==> src/parity_frame_receiver_macros.svh <==
// ----------------------------------------------------------------------------
// parity frame receiver assertion macros
// concurrent assertion shorthands for the receiver core
// ----------------------------------------------------------------------------
`ifndef PARITY_FRAME_RECEIVER_MACROS_SVH
`define PARITY_FRAME_RECEIVER_MACROS_SVH

// same-cycle implication, disabled while reset is asserted
`define PFR_ASSERT_SAME(label, clk, rst_n, ante, cons) \
    label: assert property (@(posedge clk) disable iff (!(rst_n)) (ante) |-> (cons)) \
        else $error("pfr assertion failed");

// next-cycle implication, disabled while reset is asserted
`define PFR_ASSERT_NEXT(label, clk, rst_n, ante, cons) \
    label: assert property (@(posedge clk) disable iff (!(rst_n)) (ante) |=> (cons)) \
        else $error("pfr assertion failed");

`endif

==> src/pfr_pkg.sv <==
`timescale 1ns / 1ps
// ----------------------------------------------------------------------------
// pfr_pkg
// types and constants shared by the parity frame receiver modules
// ----------------------------------------------------------------------------
package pfr_pkg;

    localparam int unsigned FRAME_BITS   = 16;
    localparam int unsigned DATA_BITS    = 12;
    localparam int unsigned TICK_W       = 16;
    localparam int unsigned BITS_LEFT_W  = 5;
    localparam int unsigned CFG_DATA_W   = 16;
    localparam int unsigned CFG_ADDR_W   = 1;
    localparam int unsigned IN_TDATA_W   = 8;
    localparam int unsigned OUT_TDATA_W  = 32;

    localparam logic [TICK_W-1:0]      BIT_TICKS_RESET = 16'd500;
    localparam logic [BITS_LEFT_W-1:0] BITS_PER_FRAME  = 5'd16;

    // configuration register indexes
    typedef enum logic [CFG_ADDR_W-1:0] {
        REG_BIT_TICKS     = 1'b0,
        REG_LISTEN_ENABLE = 1'b1
    } t_reg_idx;

    // frame result codes
    typedef enum logic [1:0] {
        ST_INVALID  = 2'd0,
        ST_SAMPLE   = 2'd1,
        ST_MATCH    = 2'd2,
        ST_RELOADED = 2'd3
    } t_status;

    typedef struct packed {
        logic [TICK_W-1:0] bit_ticks;
        logic              listen_enable;
    } t_cfg;

    typedef struct packed {
        t_status              frame_status;
        logic [DATA_BITS-1:0] payload;
        logic [DATA_BITS-1:0] count_now;
    } t_result;

endpackage

==> src/pfr_core.sv <==
`timescale 1ns / 1ps
// ----------------------------------------------------------------------------
// pfr_core
// bit timing, shift register and frame check; one tick per advance
// ----------------------------------------------------------------------------
`include "parity_frame_receiver_macros.svh"

module pfr_core (
    input  logic            i_clk,
    input  logic            i_rst_n,
    input  pfr_pkg::t_cfg   i_cfg,
    input  logic            i_advance,
    input  logic            i_level,
    output logic            o_result_valid,
    output pfr_pkg::t_result o_result
);
    import pfr_pkg::*;

    logic                   r_busy;
    logic [TICK_W-1:0]      r_tick_count;
    logic [BITS_LEFT_W-1:0] r_bits_left;
    logic [FRAME_BITS-1:0]  r_shift_word;
    logic [DATA_BITS-1:0]   r_rx_count;

    logic                   n_busy;
    logic [TICK_W-1:0]      n_tick_count;
    logic [BITS_LEFT_W-1:0] n_bits_left;
    logic [FRAME_BITS-1:0]  n_shift_word;
    logic [DATA_BITS-1:0]   n_rx_count;

    logic [TICK_W-1:0]      w_period;
    logic [TICK_W:0]        w_next_tick;
    logic                   w_sample;
    logic [BITS_LEFT_W-1:0] w_bits_dec;
    logic [FRAME_BITS-1:0]  w_word;
    logic [DATA_BITS-1:0]   w_data;
    logic                   w_frame_ok;
    logic                   w_start;

    // bit period, zero treated as one
    assign w_period    = (i_cfg.bit_ticks == '0) ? TICK_W'(1) : i_cfg.bit_ticks;
    assign w_next_tick = {1'b0, r_tick_count} + (TICK_W+1)'(1);
    assign w_sample    = r_busy && (w_next_tick >= {1'b0, w_period});
    assign w_bits_dec  = r_bits_left - BITS_LEFT_W'(1);
    assign w_word      = {r_shift_word[FRAME_BITS-2:0], i_level};
    assign w_data      = w_word[DATA_BITS+1:2];
    assign w_start     = !r_busy && i_cfg.listen_enable && i_level;

    // start bit, stop bit and even parity over the data
    assign w_frame_ok  = w_word[FRAME_BITS-1] && w_word[0] && (w_word[1] == ^w_data);

    // next state and result decode
    always_comb begin
        n_busy         = r_busy;
        n_tick_count   = r_tick_count;
        n_bits_left    = r_bits_left;
        n_shift_word   = r_shift_word;
        n_rx_count     = r_rx_count;
        o_result_valid = 1'b0;
        o_result.frame_status = ST_INVALID;
        o_result.payload      = w_data;
        o_result.count_now    = r_rx_count;
        if (i_advance) begin
            if (w_start) begin
                n_busy       = 1'b1;
                n_tick_count = '0;
                n_bits_left  = BITS_PER_FRAME;
                n_shift_word = '0;
            end else if (r_busy && !w_sample) begin
                n_tick_count = w_next_tick[TICK_W-1:0];
            end else if (w_sample) begin
                n_tick_count = '0;
                n_shift_word = w_word;
                n_bits_left  = w_bits_dec;
                if (w_bits_dec == '0) begin
                    n_busy         = 1'b0;
                    o_result_valid = 1'b1;
                    priority if (!w_frame_ok) begin
                        o_result.frame_status = ST_INVALID;
                    end else if (!w_word[FRAME_BITS-2]) begin
                        n_rx_count = r_rx_count + DATA_BITS'(1);
                        o_result.frame_status = ST_SAMPLE;
                    end else if (w_data == r_rx_count) begin
                        o_result.frame_status = ST_MATCH;
                    end else begin
                        n_rx_count = w_data;
                        o_result.frame_status = ST_RELOADED;
                    end
                    o_result.count_now = n_rx_count;
                end
            end
        end
    end

    // state registers
    always_ff @(posedge i_clk) begin
        if (!i_rst_n) begin
            r_busy       <= 1'b0;
            r_tick_count <= '0;
            r_bits_left  <= '0;
            r_shift_word <= '0;
            r_rx_count   <= '0;
        end else begin
            r_busy       <= n_busy;
            r_tick_count <= n_tick_count;
            r_bits_left  <= n_bits_left;
            r_shift_word <= n_shift_word;
            r_rx_count   <= n_rx_count;
        end
    end

    // checks on the frame sequencing
    `PFR_ASSERT_SAME(a_result_needs_busy, i_clk, i_rst_n, o_result_valid, r_busy && i_advance)
    `PFR_ASSERT_NEXT(a_result_ends_frame, i_clk, i_rst_n, o_result_valid, !r_busy)
    `PFR_ASSERT_SAME(a_bits_left_range, i_clk, i_rst_n, r_busy,
        (r_bits_left != '0) && (r_bits_left <= BITS_PER_FRAME))
    `PFR_ASSERT_NEXT(a_start_loads_frame, i_clk, i_rst_n, i_advance && w_start,
        r_busy && (r_bits_left == BITS_PER_FRAME) && (r_tick_count == '0))

endmodule

==> src/parity_frame_receiver.sv <==
`timescale 1ns / 1ps
// ----------------------------------------------------------------------------
// parity_frame_receiver
// even-parity serial frame receiver driven by one line sample per tick
// ----------------------------------------------------------------------------
// usage:
//   slave stream: one transaction per tick, s_axis_tdata[0] is the sampled
//   line level. master stream: one transaction per completed 16-bit frame
//   carrying status, payload and the received sample count.
//   configuration: write bit_ticks (index 0) and listen_enable (index 1)
//   through i_cfg_we / i_cfg_addr / i_cfg_wdata while the receiver is idle.
// result path: a frame result reaches the master side through the input register
//   and then the result register, after the transaction carrying its sixteenth sample.
// throughput: one tick per cycle while the result register can take a frame; the
//   input register and the frame state update advance together, the result register
//   decouples the master side.
// reset: bit_ticks returns to 500, listening is off, the frame state and
//   the sample count clear, both streams come up empty.
// stall: while a result waits on the master side, the next tick is held in
//   the input register and s_axis_tready stays low until it drains.
// ----------------------------------------------------------------------------
module parity_frame_receiver (
    input  logic                               i_clk,
    input  logic                               i_rst_n,
    // configuration write port
    input  logic                               i_cfg_we,
    input  logic [pfr_pkg::CFG_ADDR_W-1:0]     i_cfg_addr,
    input  logic [pfr_pkg::CFG_DATA_W-1:0]     i_cfg_wdata,
    // tick stream
    input  logic                               s_axis_tvalid,
    output logic                               s_axis_tready,
    input  logic [pfr_pkg::IN_TDATA_W-1:0]     s_axis_tdata,  // [0] line_level
    // result stream
    output logic                               m_axis_tvalid,
    input  logic                               m_axis_tready,
    output logic [pfr_pkg::OUT_TDATA_W-1:0]    m_axis_tdata   // [1:0] frame_status,
                                                              // [13:2] payload,
                                                              // [25:14] count_now
);
    import pfr_pkg::*;

    t_cfg    r_cfg;
    logic    r_in_valid;
    logic    r_in_level;
    logic    r_out_valid;
    t_result r_out;

    logic    w_advance;
    logic    w_res_valid;
    t_result w_res;

    // configuration registers
    always_ff @(posedge i_clk) begin
        if (!i_rst_n) begin
            r_cfg.bit_ticks     <= BIT_TICKS_RESET;
            r_cfg.listen_enable <= 1'b0;
        end else if (i_cfg_we) begin
            unique case (t_reg_idx'(i_cfg_addr))
                REG_BIT_TICKS:     r_cfg.bit_ticks     <= i_cfg_wdata;
                REG_LISTEN_ENABLE: r_cfg.listen_enable <= i_cfg_wdata[0];
                default:           r_cfg               <= r_cfg;
            endcase
        end
    end

    // the held tick moves on when the result register can take a frame
    assign w_advance     = r_in_valid && (!r_out_valid || m_axis_tready);
    assign s_axis_tready = !r_in_valid || w_advance;

    // input register
    always_ff @(posedge i_clk) begin
        if (!i_rst_n) begin
            r_in_valid <= 1'b0;
        end else if (s_axis_tready) begin
            r_in_valid <= s_axis_tvalid;
        end
    end

    always_ff @(posedge i_clk) begin
        if (s_axis_tvalid && s_axis_tready) begin
            r_in_level <= s_axis_tdata[0];
        end
    end

    pfr_core u_core (
        .i_clk          (i_clk),
        .i_rst_n        (i_rst_n),
        .i_cfg          (r_cfg),
        .i_advance      (w_advance),
        .i_level        (r_in_level),
        .o_result_valid (w_res_valid),
        .o_result       (w_res)
    );

    // result register
    always_ff @(posedge i_clk) begin
        if (!i_rst_n) begin
            r_out_valid <= 1'b0;
        end else if (w_advance && w_res_valid) begin
            r_out_valid <= 1'b1;
        end else if (m_axis_tready) begin
            r_out_valid <= 1'b0;
        end
    end

    always_ff @(posedge i_clk) begin
        if (w_advance && w_res_valid) begin
            r_out <= w_res;
        end
    end

    assign m_axis_tvalid = r_out_valid;
    assign m_axis_tdata  = {{(OUT_TDATA_W - 2 - 2*DATA_BITS){1'b0}},
                            r_out.count_now, r_out.payload, r_out.frame_status};

endmodule

==> config.mk <==
export PLATFORM = sky130hd
export DESIGN_NAME = parity_frame_receiver
export DESIGN_NICKNAME = d
export VERILOG_FILES = /design/src/pfr_pkg.sv /design/src/pfr_core.sv /design/src/parity_frame_receiver.sv
export VERILOG_INCLUDE_DIRS = /design/src /design/src/src
export SDC_FILE = /design/constraint.sdc
export NUM_CORES = 1
export LEC_CHECK = 0
export ABC_AREA = 1
export BUFFER_PORTS_ARGS = -buffer_cell sky130_fd_sc_hd__buf_2
export CORE_UTILIZATION = 45
export CTS_BUF_LIST = sky130_fd_sc_hd__clkbuf_4
export DETAILED_ROUTE_END_ITERATION = 10
export SYNTH_ARGS = -nofsm -noshare
export SYNTH_HDL_FRONTEND = slang
export SYNTH_SLANG_ARGS = --single-unit
export TNS_END_PERCENT = 20
==> constraint.sdc <==
create_clock -name i_clk -period 5.15 [get_ports i_clk]
set_clock_uncertainty 0.2 [all_clocks]
set_input_delay 0.7725 -clock i_clk [delete_from_list [all_inputs] [get_ports i_clk]]
set_output_delay 0.7725 -clock i_clk [all_outputs]
set_load 0.05 [all_outputs]
# [After elaboration in Yosys (flattened, before gate mapping)]
# Index checks and enable logic that the tools add are counted.
[totals] regBits=95 inputBits=30 output_inout_bits=34
[classes] addsub=3 n_lt_le_gt_ge=1 eq_ne=3 muxes=31 n_bitwise=6 n_reduce_logical=29
[ops] cell="2-to-1 mux 12 bit" n=8
[ops] cell="2-to-1 mux 16 bit" n=4
[ops] cell="2-to-1 mux 15 bit" n=3
[ops] cell="adder 16 x 1 -> 17 bit (second input constant)" n=1
[ops] cell=">= comparator 17 x 16 -> 1 bit" n=1
[ops] cell="logical NOT 16 bit" n=1
[ops] cell="2-to-1 mux 5 bit" n=3
[ops] cell="2-to-1 mux 1 bit" n=13
[ops] cell="adder 12 x 1 -> 12 bit (second input constant)" n=1
[ops] cell="== test 12 bit" n=1
[ops] cell="parity 12 bit" n=1
[ops] cell="logical AND 1 bit" n=9
[ops] cell="OR reduction 7 bit" n=1
[ops] cell="inverter 1 bit" n=6
[ops] cell="AND reduction 2 bit" n=3
[ops] cell="nonzero test 2 bit" n=3
[ops] cell="OR reduction 6 bit" n=1
[ops] cell="logical NOT 5 bit" n=1
[ops] cell="subtractor 5 x 1 -> 5 bit (second input constant)" n=1
[ops] cell="logical NOT 1 bit" n=4
[ops] cell="AND reduction 4 bit" n=1
[ops] cell="AND reduction 3 bit" n=1
[ops] cell="nonzero test 3 bit" n=1
[ops] cell="logical OR 1 bit" n=2
[ops] cell="other kinds (2)" n=2

# [Logic depth before layout (Yosys ltp)]
# Gate-level depths: netlist (run 1).
[depth] depth_word=11 depth_mapped=23 depth_no_buf=23

# [By module]
# Synthesis (run 1) repeated with hierarchy kept, for this count alone.
[hier_totals] hier_cells=757 area_unflattened_um2=5500.3
[modules_own_cells] mod="pfr_core" n_inst=1 cells_per_inst=607 area_each_um2=3848.7 seq_area_each_um2=980.9
[modules_own_cells] mod="parity_frame_receiver" n_inst=1 cells_per_inst=150 area_each_um2=1651.6 seq_area_each_um2=1191.1

# [Worst setup path before layout (run 1)]
# OpenSTA, ideal clock, no wires.
[synth_timing] path_kind="register to register" startpoint="reg u_core.r_tick_count[0]" endpoint="reg r_out, in the netlist m_axis_tdata[0] (enable)" setup_time_ns=0.381 t_arrival_ns=3.150 required_ns=4.569 slack_ns=1.419 path_stages_with_launch=18 synth_period_minus_slack_ns=3.731 path_cell_list="dfxtp_1 > ha_1 > nand2_2 > nor3_4 > nand4_1 > nand3b_1 > xor2_1 > ha_1 > nand2_1 > nor2_1 > nand4_1 > nor3_1 > nor3_1 > nand2_2 > nand2_4 > buf_6 > or2_1 > inv_1"
[synth_between] elab_chain_len=9 word_cells_on_any_way=10 cone_classes="1 x add/sub; 1 x order compare; 4 x mux; 4 x reduce/logical"
[synth_rtl] element="from (decl)" line="pfr_core.sv:20" rtl="logic [TICK_W-1:0] r_tick_count;"
[synth_rtl] element="from (signal assigned)" line="pfr_core.sv:105" rtl="r_tick_count <= n_tick_count;"
[synth_rtl] element="adder 16 x 1 -> 17 bit (*)" line="pfr_core.sv:42" rtl="assign w_next_tick = {1'b0, r_tick_count} + (TICK_W+1)'(1);"
[synth_rtl] element=">= comparator 17 x 16 -> 1 bit (*)" line="pfr_core.sv:43" rtl="assign w_sample = r_busy && (w_next_tick >= {1'b0, w_period});"
[synth_rtl] element="logical AND 1 bit (*)" line="pfr_core.sv:43"
[synth_rtl] element="logical NOT 1 bit" line="pfr_core.sv:69" rtl="end else if (r_busy && !w_sample) begin"
[synth_rtl] element="logical AND 1 bit" line="pfr_core.sv:69"
[synth_rtl] element="2-to-1 mux 1 bit (*)" line="pfr_core.sv:69"
[synth_rtl] element="2-to-1 mux 1 bit (*)" line="pfr_core.sv:64" rtl="if (w_start) begin"
[synth_rtl] element="2-to-1 mux 1 bit (*)" line="pfr_core.sv:63" rtl="if (i_advance) begin"
[synth_rtl] element="logical AND 1 bit (*)" line="parity_frame_receiver.sv:107" rtl="if (w_advance && w_res_valid) begin"
[synth_rtl] element="to (signal assigned)" line="parity_frame_receiver.sv:108" rtl="r_out <= w_res;"
[synth_rtl] element="to (decl)" line="parity_frame_receiver.sv:46" rtl="t_result r_out;"
# Mark *: on every way between the ends. The rest lies on a longest branch, timed or not.
# A chain may end at the register's enable or synchronous reset.

# [Worst setup path in the final report (run 1)]
[layout_timing] startpoint="reg u_core.r_tick_count[0]" endpoint="reg r_out, in the netlist m_axis_tdata[10] (enable)"
# Same word-level chain as after synthesis.

==> results by group, run 1 <==
Floorplan
  – IO Pins: 64
  – Num rows: 38
  – Die width: 108 um
  – Die Area: ~12,000 um^2
  – Die height: ~110 um
  – Initial core utilization: 0.463
  – Core Area: 10,800 um^2

Route
  – DR vias: 4,071
  – DR DRC count: 0
  – DRT iter0 DRCs: 150
  – Via density: between 5 and 6
  – Pre-antenna DRT Iters: 4
  – WL per Instance: ~13 um
  – Final wirelength: 10.7 mm
  – Final antenna-violating net count: 0

Place
  – Post-DP HPWL: between 7 and 8 mm
  – Setup WS pre-CTS: approximately 1.2 ns
  – Port bufs: 50
  – Gpl congestion: between 0.8 and 0.9

Clock network
  – Post CTS Setup Buffer Count: 0
  – Clk pin slew, worst setup/hold paths: 0.15 ns
  – CTS tree: yes
  – CTS max path bufs: 2
  – Clock buffer count from CTS: 9
  – # hold bufs at CTS: 0
  – Cts repair resizes: 0
  – Htree depth: 3
  – Clk_lat worst skew: around 0.46 ns
  – # clock sinks: 95
  – Clock root buffer: clkbuf_4

Worst setup path
  – Worst Setup Path Type: reg2reg
  – Setup crit end kind: flop
  – CP cell instances: ha_1 > nand2_2 > nor3_4 > nand4_1 > nand3b_1 > xor2_1 > ha_1 > nand2_1 > nor2_1 > nand4_1 > nor3_1 > nor3_1 > nand2_2 > nand2_4 > or2_1 > inv_1 > buf_4
  – Worst EP arrival: roughly 4 ns
  – CP startpoint kind: flop
  – Critical Path Fanout Max: 26
  – Slowest-stage cell, CP: dfxtp_1
  – CP peak stage delay: around 0.43 ns
  – Critical Path RT: 5.09 ns

Timing
  – RSZ-0062 raised after global routing: no
  – Hold slack: ~0.28 ns
  – Final setup TNS: 0 ns
  – Slew Limit Fails: 0
  – Hold Vio Cnt, Final: 0
  – Tcrit/Tclk final: 0.784
  – Fmax: 0.248 GHz
  – Slew @ Worst Pin: ~0.8 ns
  – Min cycle time layout: around 4.0 ns
  – Final worst slack: about 1.1 ns
  – Rel. slew slack: 0.464
  – Number of setup violations in the final report: 0

Cells and area
  – Area growth, synth to finish: 9.08%
  – Most common cell after layout, fill and taps aside: nand2_1
  – Layout cells sized above 1: 0.129
  – # diodes: 0
  – Most frequent cells in the layout: 157 x nand2_1, 68 x dfxtp_1, 67 x inv_1
  – Fillers: 1,098
  – Nets: roughly 720

Global routing
  – Largest net degree at the start of global routing: 31
  – First-pass GRT wire length: around 18 mm
  – Initial antenna violation count: 0
  – GRT overflow: 0
  – GRT Overall Usage: 0.201
  – Vias in the first global route: 3,898

Synthesis
  – Avg Inst Size Synth: approximately 7.9 um^2
  – Most common flop cell mapped by yosys: dfxtp_1
  – Top cell type's share of synthesized area: 0.271
  – Yosys reg bits: 95
  – Synth Warn #: 0
  – EDFF count, synth: 27
  – Synth async-reset ratio: 0
  – Mapped cell area: 5020 um^2
  – Unique cell type count in the Yosys netlist: 43
  – Post-synthesis sequential area ratio: 0.433
  – Largest area contributor in the netlist: dfxtp_1
  – Synth area leaders: dfxtp_1 27%, edfxtp_1 16%, nand2_1 12%, inv_1 5.1%, xor2_1 5.1%
  – Mapped Cells: between 600 and 700

Status
  – Status: finished, final reports clean

Worst hold path
  – Worst hold path type: in2reg

Run
  – Max Cap Viol: 0

Power and ir drop
  – Leak pwr: between 2 and 3 nW
  – Peak VDD IR: roughly 0.00011 V
  – Power Dens Cells: roughly 250 nW/um^2
  – Overall power: between 1 and 1.5 mW
==> Yosys cell counts, drive strengths merged, types with 2 or more instances <==
cell / instances
nor3: 10
xor2: 29
nand3b: 2
inv: 70
edfxtp: 27
nand2: 164
ha: 20
a21oi: 49
dfxtp: 68
xnor2: 12
nor2: 49
clkbuf: 12
buf: 20
nand3: 31
nor4: 5
nand4: 5
o22ai: 2
a22oi: 14
o21ai: 26
or2: 3
o211ai: 6
==> cell families (layout without fill, tap and decap cells) <==
| kind of cell | Yosys count | count (layout) | synth area share |
|---|---|---|---|
| and+or+nand+nor | 271 | 271 | 0.239 |
| buffers and inverters | 103 | 139 | 0.0912 |
| AOI/OAI and AO/OA | 101 | 101 | 0.115 |
| DFF | 95 | 95 | 0.433 |
| xor gates and xnor gates | 41 | 41 | 0.0716 |
| adders and majority gates | 20 | 20 | 0.0499 |
| other | 1 | 6 | 0.000747 |
==> routing by layer <==
layer	track usage	share of wire
met1	0.230	0.42
met3	0.0291	0.030
met2	0.369	0.53
met5	0	0
met4	0.0881	0.021
==> final timing paths <==
check                                 startpoint                         end  slack, ns  cells past startpoint
min                              s_axis_tdata[0]        r_in_level$_DFFE_PP_       0.28                      1
min reg2reg               r_cfg[11]$_SDFFE_PN0P_      r_cfg[11]$_SDFFE_PN0P_       0.29                      2
max          u_core.r_tick_count[0]$_SDFFE_PN0P_  m_axis_tdata[10]$_DFFE_PP_       1.11                     17
max reg2reg  u_core.r_tick_count[0]$_SDFFE_PN0P_  m_axis_tdata[10]$_DFFE_PP_       1.11                     17
==> critical path: cells and delay by family, from the launching register on <==
kind                     cells  cell delay, ns
adder cells (fa/ha/maj)      2            0.52
buffers and inverters        2            0.38
XOR/XNOR                     1            0.19
flip-flops                   1            0.43
AND/OR/NAND/NOR             12            1.99
==> area by class of cell <==
type                       instances  area [um^2]  share of cell area
inverter                          70          263              0.0480
sequential                        95         2170               0.397
tap                              140          175              0.0320
timing repair buffer              53          273              0.0498
clock inverter                     6          109              0.0199
clock buffer                      10         75.1              0.0137
multi-input combinational        439         2410               0.440
==> registers in the layout (all words and copies together) (netlist names), 5 cells and up <==
name,flops
u_core.r_rx_count,12
u_core.r_shift_word,15
m_axis_tdata,26
r_cfg,17
u_core.r_bits_left,5
u_core.r_tick_count,16
==> power breakdown <==
part           internal, mW  switching, mW
combinational        0.0197         0.0478
clock                 0.251          0.250
sequential            0.774        0.00490
total                  1.04          0.303
==> stage by stage <==
step	area, um^2	util	instances
floorplan	5040	-	637
global placement	5290	0.488	797
detailed placement	5290	0.488	797
CTS	5470	0.505	813
global route	5470	0.505	813
finish	5470	0.505	813
Note: power is estimated with default switching activity, not from simulation.
==> inputs of run 2 (changes only) <==
==> constraint.sdc (replaced) <==
create_clock -name i_clk -period 4.2 [get_ports i_clk]
set_clock_uncertainty 0.2 [all_clocks]
set_input_delay 0.63 -clock i_clk [delete_from_list [all_inputs] [get_ports i_clk]]
set_output_delay 0.63 -clock i_clk [all_outputs]
set_load 0.05 [all_outputs]
==> run 2 against run 1 <==
Compared with the run above: die area did not move; critical path depth fell by 1; cell count rose by 0.12%; first-iteration DRC count rose by 15%; critical path type unchanged; critical endpoint is now m_axis_tdata[14]$_DFFE_PP_.
==> results by group, run 2 (same netlist as run 1, synthesis figures left out) <==
Worst setup path
  – Worst EP arrival: 3.78 ns (-0.20 ns)
  – CP startpoint kind: flop
  – RR Startpoint: u_core.r_tick_count[0]$_SDFFE_PN0P_
  – RR Endpoint: m_axis_tdata[14]$_DFFE_PP_
  – Worst Setup Path Type: reg2reg
  – Setup crit end kind: flop
  – R2r setup slk: 0.41 ns (-0.70 ns)
  – Critical Path Fanout Max: 26 (unchanged)
  – FF-to-FF path depth: 16 (-1)
  – Critical Path RT: 4.19 ns (-0.90 ns)

Place
  – Post-DP HPWL: 7.88 mm (-0.34%)
  – Setup WS pre-CTS: 0.456 ns (-0.700 ns)
  – Gpl congestion: 0.888 (-1.0%)
  – Placement Cell Area: 5310 um^2 (+0.38%)
  – Port bufs: 50 (unchanged)

Global routing
  – Vias in the first global route: 3,933 (+0.90%)
  – GRT overflow: 0 (unchanged)
  – Largest net degree at the start of global routing: 36 (+16%)
  – GRT Overall Usage: 0.202 (+0.00135)
  – First-pass GRT wire length: 18.0 mm (-0.84%)
  – Initial antenna violation count: 0 (unchanged)

Cells and area
  – # diodes: 0 (unchanged)
  – Nets: 719 (+0.14%)
  – Most common cell after layout, fill and taps aside: nand2_1
  – Max reg flops: 26 (unchanged)
  – Layout cells sized above 1: 0.129 (-0.000192)
  – Area growth, synth to finish: 8.93%
  – Final Cell Area: 5470 um^2 (-0.14%)
  – Fillers: 1,082 (-1.5%)
  – Most frequent cells in the layout: 157 x nand2_1, 68 x dfxtp_1, 67 x inv_1
  – Utilization after layout: 0.504 (-0.000692)

Clock network
  – CTS tree: yes
  – # clock sinks: 95 (unchanged)
  – Clock buffer count from CTS: 9 (unchanged)
  – Post CTS Setup Buffer Count: 0 (unchanged)
  – Clock root buffer: clkbuf_4
  – Cts repair resizes: 0 (unchanged)
  – Clk pin slew, worst setup/hold paths: 0.13 ns (-0.02 ns)
  – CTS max path bufs: 2 (unchanged)
  – Htree depth: 3 (unchanged)
  – # hold bufs at CTS: 0 (unchanged)
  – Clk_lat worst skew: 0.48 ns (+0.02 ns)

Timing
  – Hold Vio Cnt, Final: 0 (unchanged)
  – Rel. slew slack: 0.198 (-0.266)
  – RSZ-0062 raised after global routing: no
  – Tcrit/Tclk final: 0.902 (+0.118)
  – Final setup TNS: 0 ns (unchanged)
  – Slew @ Worst Pin: 1.20 ns (+0.394 ns)
  – Number of setup violations in the final report: 0 (unchanged)
  – Min cycle time layout: 3.79 ns (-0.248 ns)
  – Hold slack: 0.126 ns (-0.150 ns)
  – Final worst slack: 0.410 ns (-0.702 ns)
  – Fmax: 0.264 GHz (+6.5%)
  – Slew Limit Fails: 0 (unchanged)

Worst hold path
  – Origin of the worst min-delay path: s_axis_tdata[0]
  – Hold EP: r_in_level$_DFFE_PP_
  – Worst hold path type: in2reg
  – Worst Hold Depth: 1 (unchanged)

Power and ir drop
  – Peak VDD IR: 0.000139 V (+27%)
  – Leak pwr: 2.54 nW (-0.10%)
  – Power Dens Cells: 292 nW/um^2 (+19%)

Floorplan
  – Initial core utilization: 0.463 (unchanged)
  – Die height: 108 um (unchanged)
  – Core Area: 10,800 um^2 (unchanged)
  – Die width: 108 um (unchanged)
  – IO Pins: 64 (unchanged)
  – Num rows: 38 (unchanged)
  – Die Area: 11,600 um^2 (unchanged)

Route
  – DRT iter0 DRCs: 173 (+15%)
  – Pre-antenna DRT Iters: 4 (unchanged)
  – Via density: 5.06 (+1.0%)
  – DR vias: 4,118 (+1.2%)
  – DR DRC count: 0 (unchanged)
  – Final antenna-violating net count: 0 (unchanged)
  – WL per Instance: 13.1 um (about the same)
  – Final wirelength: 10.7 mm (about the same)

Status
  – Status: finished, final reports clean

Run
  – Max Cap Viol: 0 (unchanged)
[run 2: changes by cell type in the layout (fill, tap and decap cells not counted)]
| cell | previous run | this run |
|---|---|---|
| bufinv_16 | 3 | 2 |
| clkinv_1 | 1 | 2 |
| clkinv_4 | 1 | 0 |
| clkbuf_4 | 10 | 11 |
| buf_12 | 0 | 1 |
[run 2: worst max-delay path by stage]
| stage | from | end | slack (ns) | depth (start not counted) |
|---|---|---|---|---|
| after floorplan | u_core.r_tick_count[0]$_SDFFE_PN0P_ | m_axis_tdata[0]$_SDFFCE_PP0P_ | 0.47 | 17 |
| after global placement | u_core.r_tick_count[0]$_SDFFE_PN0P_ | m_axis_tdata[1]$_SDFFCE_PP0P_ | 0.52 | 15 |
| after detailed placement | u_core.r_tick_count[0]$_SDFFE_PN0P_ | m_axis_tdata[23]$_DFFE_PP_ | 0.46 | 16 |
| after CTS | u_core.r_tick_count[0]$_SDFFE_PN0P_ | m_axis_tdata[23]$_DFFE_PP_ | 0.44 | 16 |
| after global routing | u_core.r_tick_count[0]$_SDFFE_PN0P_ | m_axis_tdata[14]$_DFFE_PP_ | 0.13 | 16 |
| final | u_core.r_tick_count[0]$_SDFFE_PN0P_ | m_axis_tdata[14]$_DFFE_PP_ | 0.41 | 16 |
[run 2: worst max-delay path, cell delays in order (launching register included)]
cell and delay (ns):
dfxtp_1 0.43, nand3_1 0.19, nor2_1 0.21, nand2_1 0.13, or3_4 0.36, xor2_1 0.18, ha_1 0.29, nand2_1 0.07
nor2_1 0.12, nand4_1 0.11, nor3_1 0.19, nor3_1 0.12, nand2_2 0.13, nand2_4 0.19, or2_1 0.29, inv_1 0.10
buf_12 0.18
[run 2: routing by layer]
metal / vias to the layer above / track usage / wire length, um / part of all wire
li1: 2126 / - / - / -
met1: 1896 / 0.230 / 4590 / 0.43
met2: 79 / 0.363 / 5490 / 0.51
met3: 17 / 0.0430 / 372 / 0.035
met4: 0 / 0.0871 / 231 / 0.022
met5: - / 0 / 0 / 0
[run 2: through the flow]
stage | instances | power [mW]
6_report | 814 | 1.59
5_1_grt | 814 | 1.66
4_1_cts | 814 | 1.61
3_5_place_dp | 798 | 1.06
3_3_place_gp | 798 | 1.06
2_1_floorplan | 637 | 1.04
[run 2: layout make-up]
class                      count  area [um^2]  area share
inverter                      70          263      0.0481
clock buffer                  11         82.6      0.0151
multi-input combinational    439         2410       0.440
tap                          140          175      0.0320
timing repair buffer          54          293      0.0536
sequential                    95         2170       0.397
clock inverter                 5         73.8      0.0135
[run 2: power by group]
| group | switching, mW | internal (mW) | leakage [nW] |
|---|---|---|---|
| registers | 0.00599 | 0.949 | 0.797 |
| logic | 0.0572 | 0.0240 | 1.65 |
| clock network | 0.307 | 0.251 | 0.0883 |
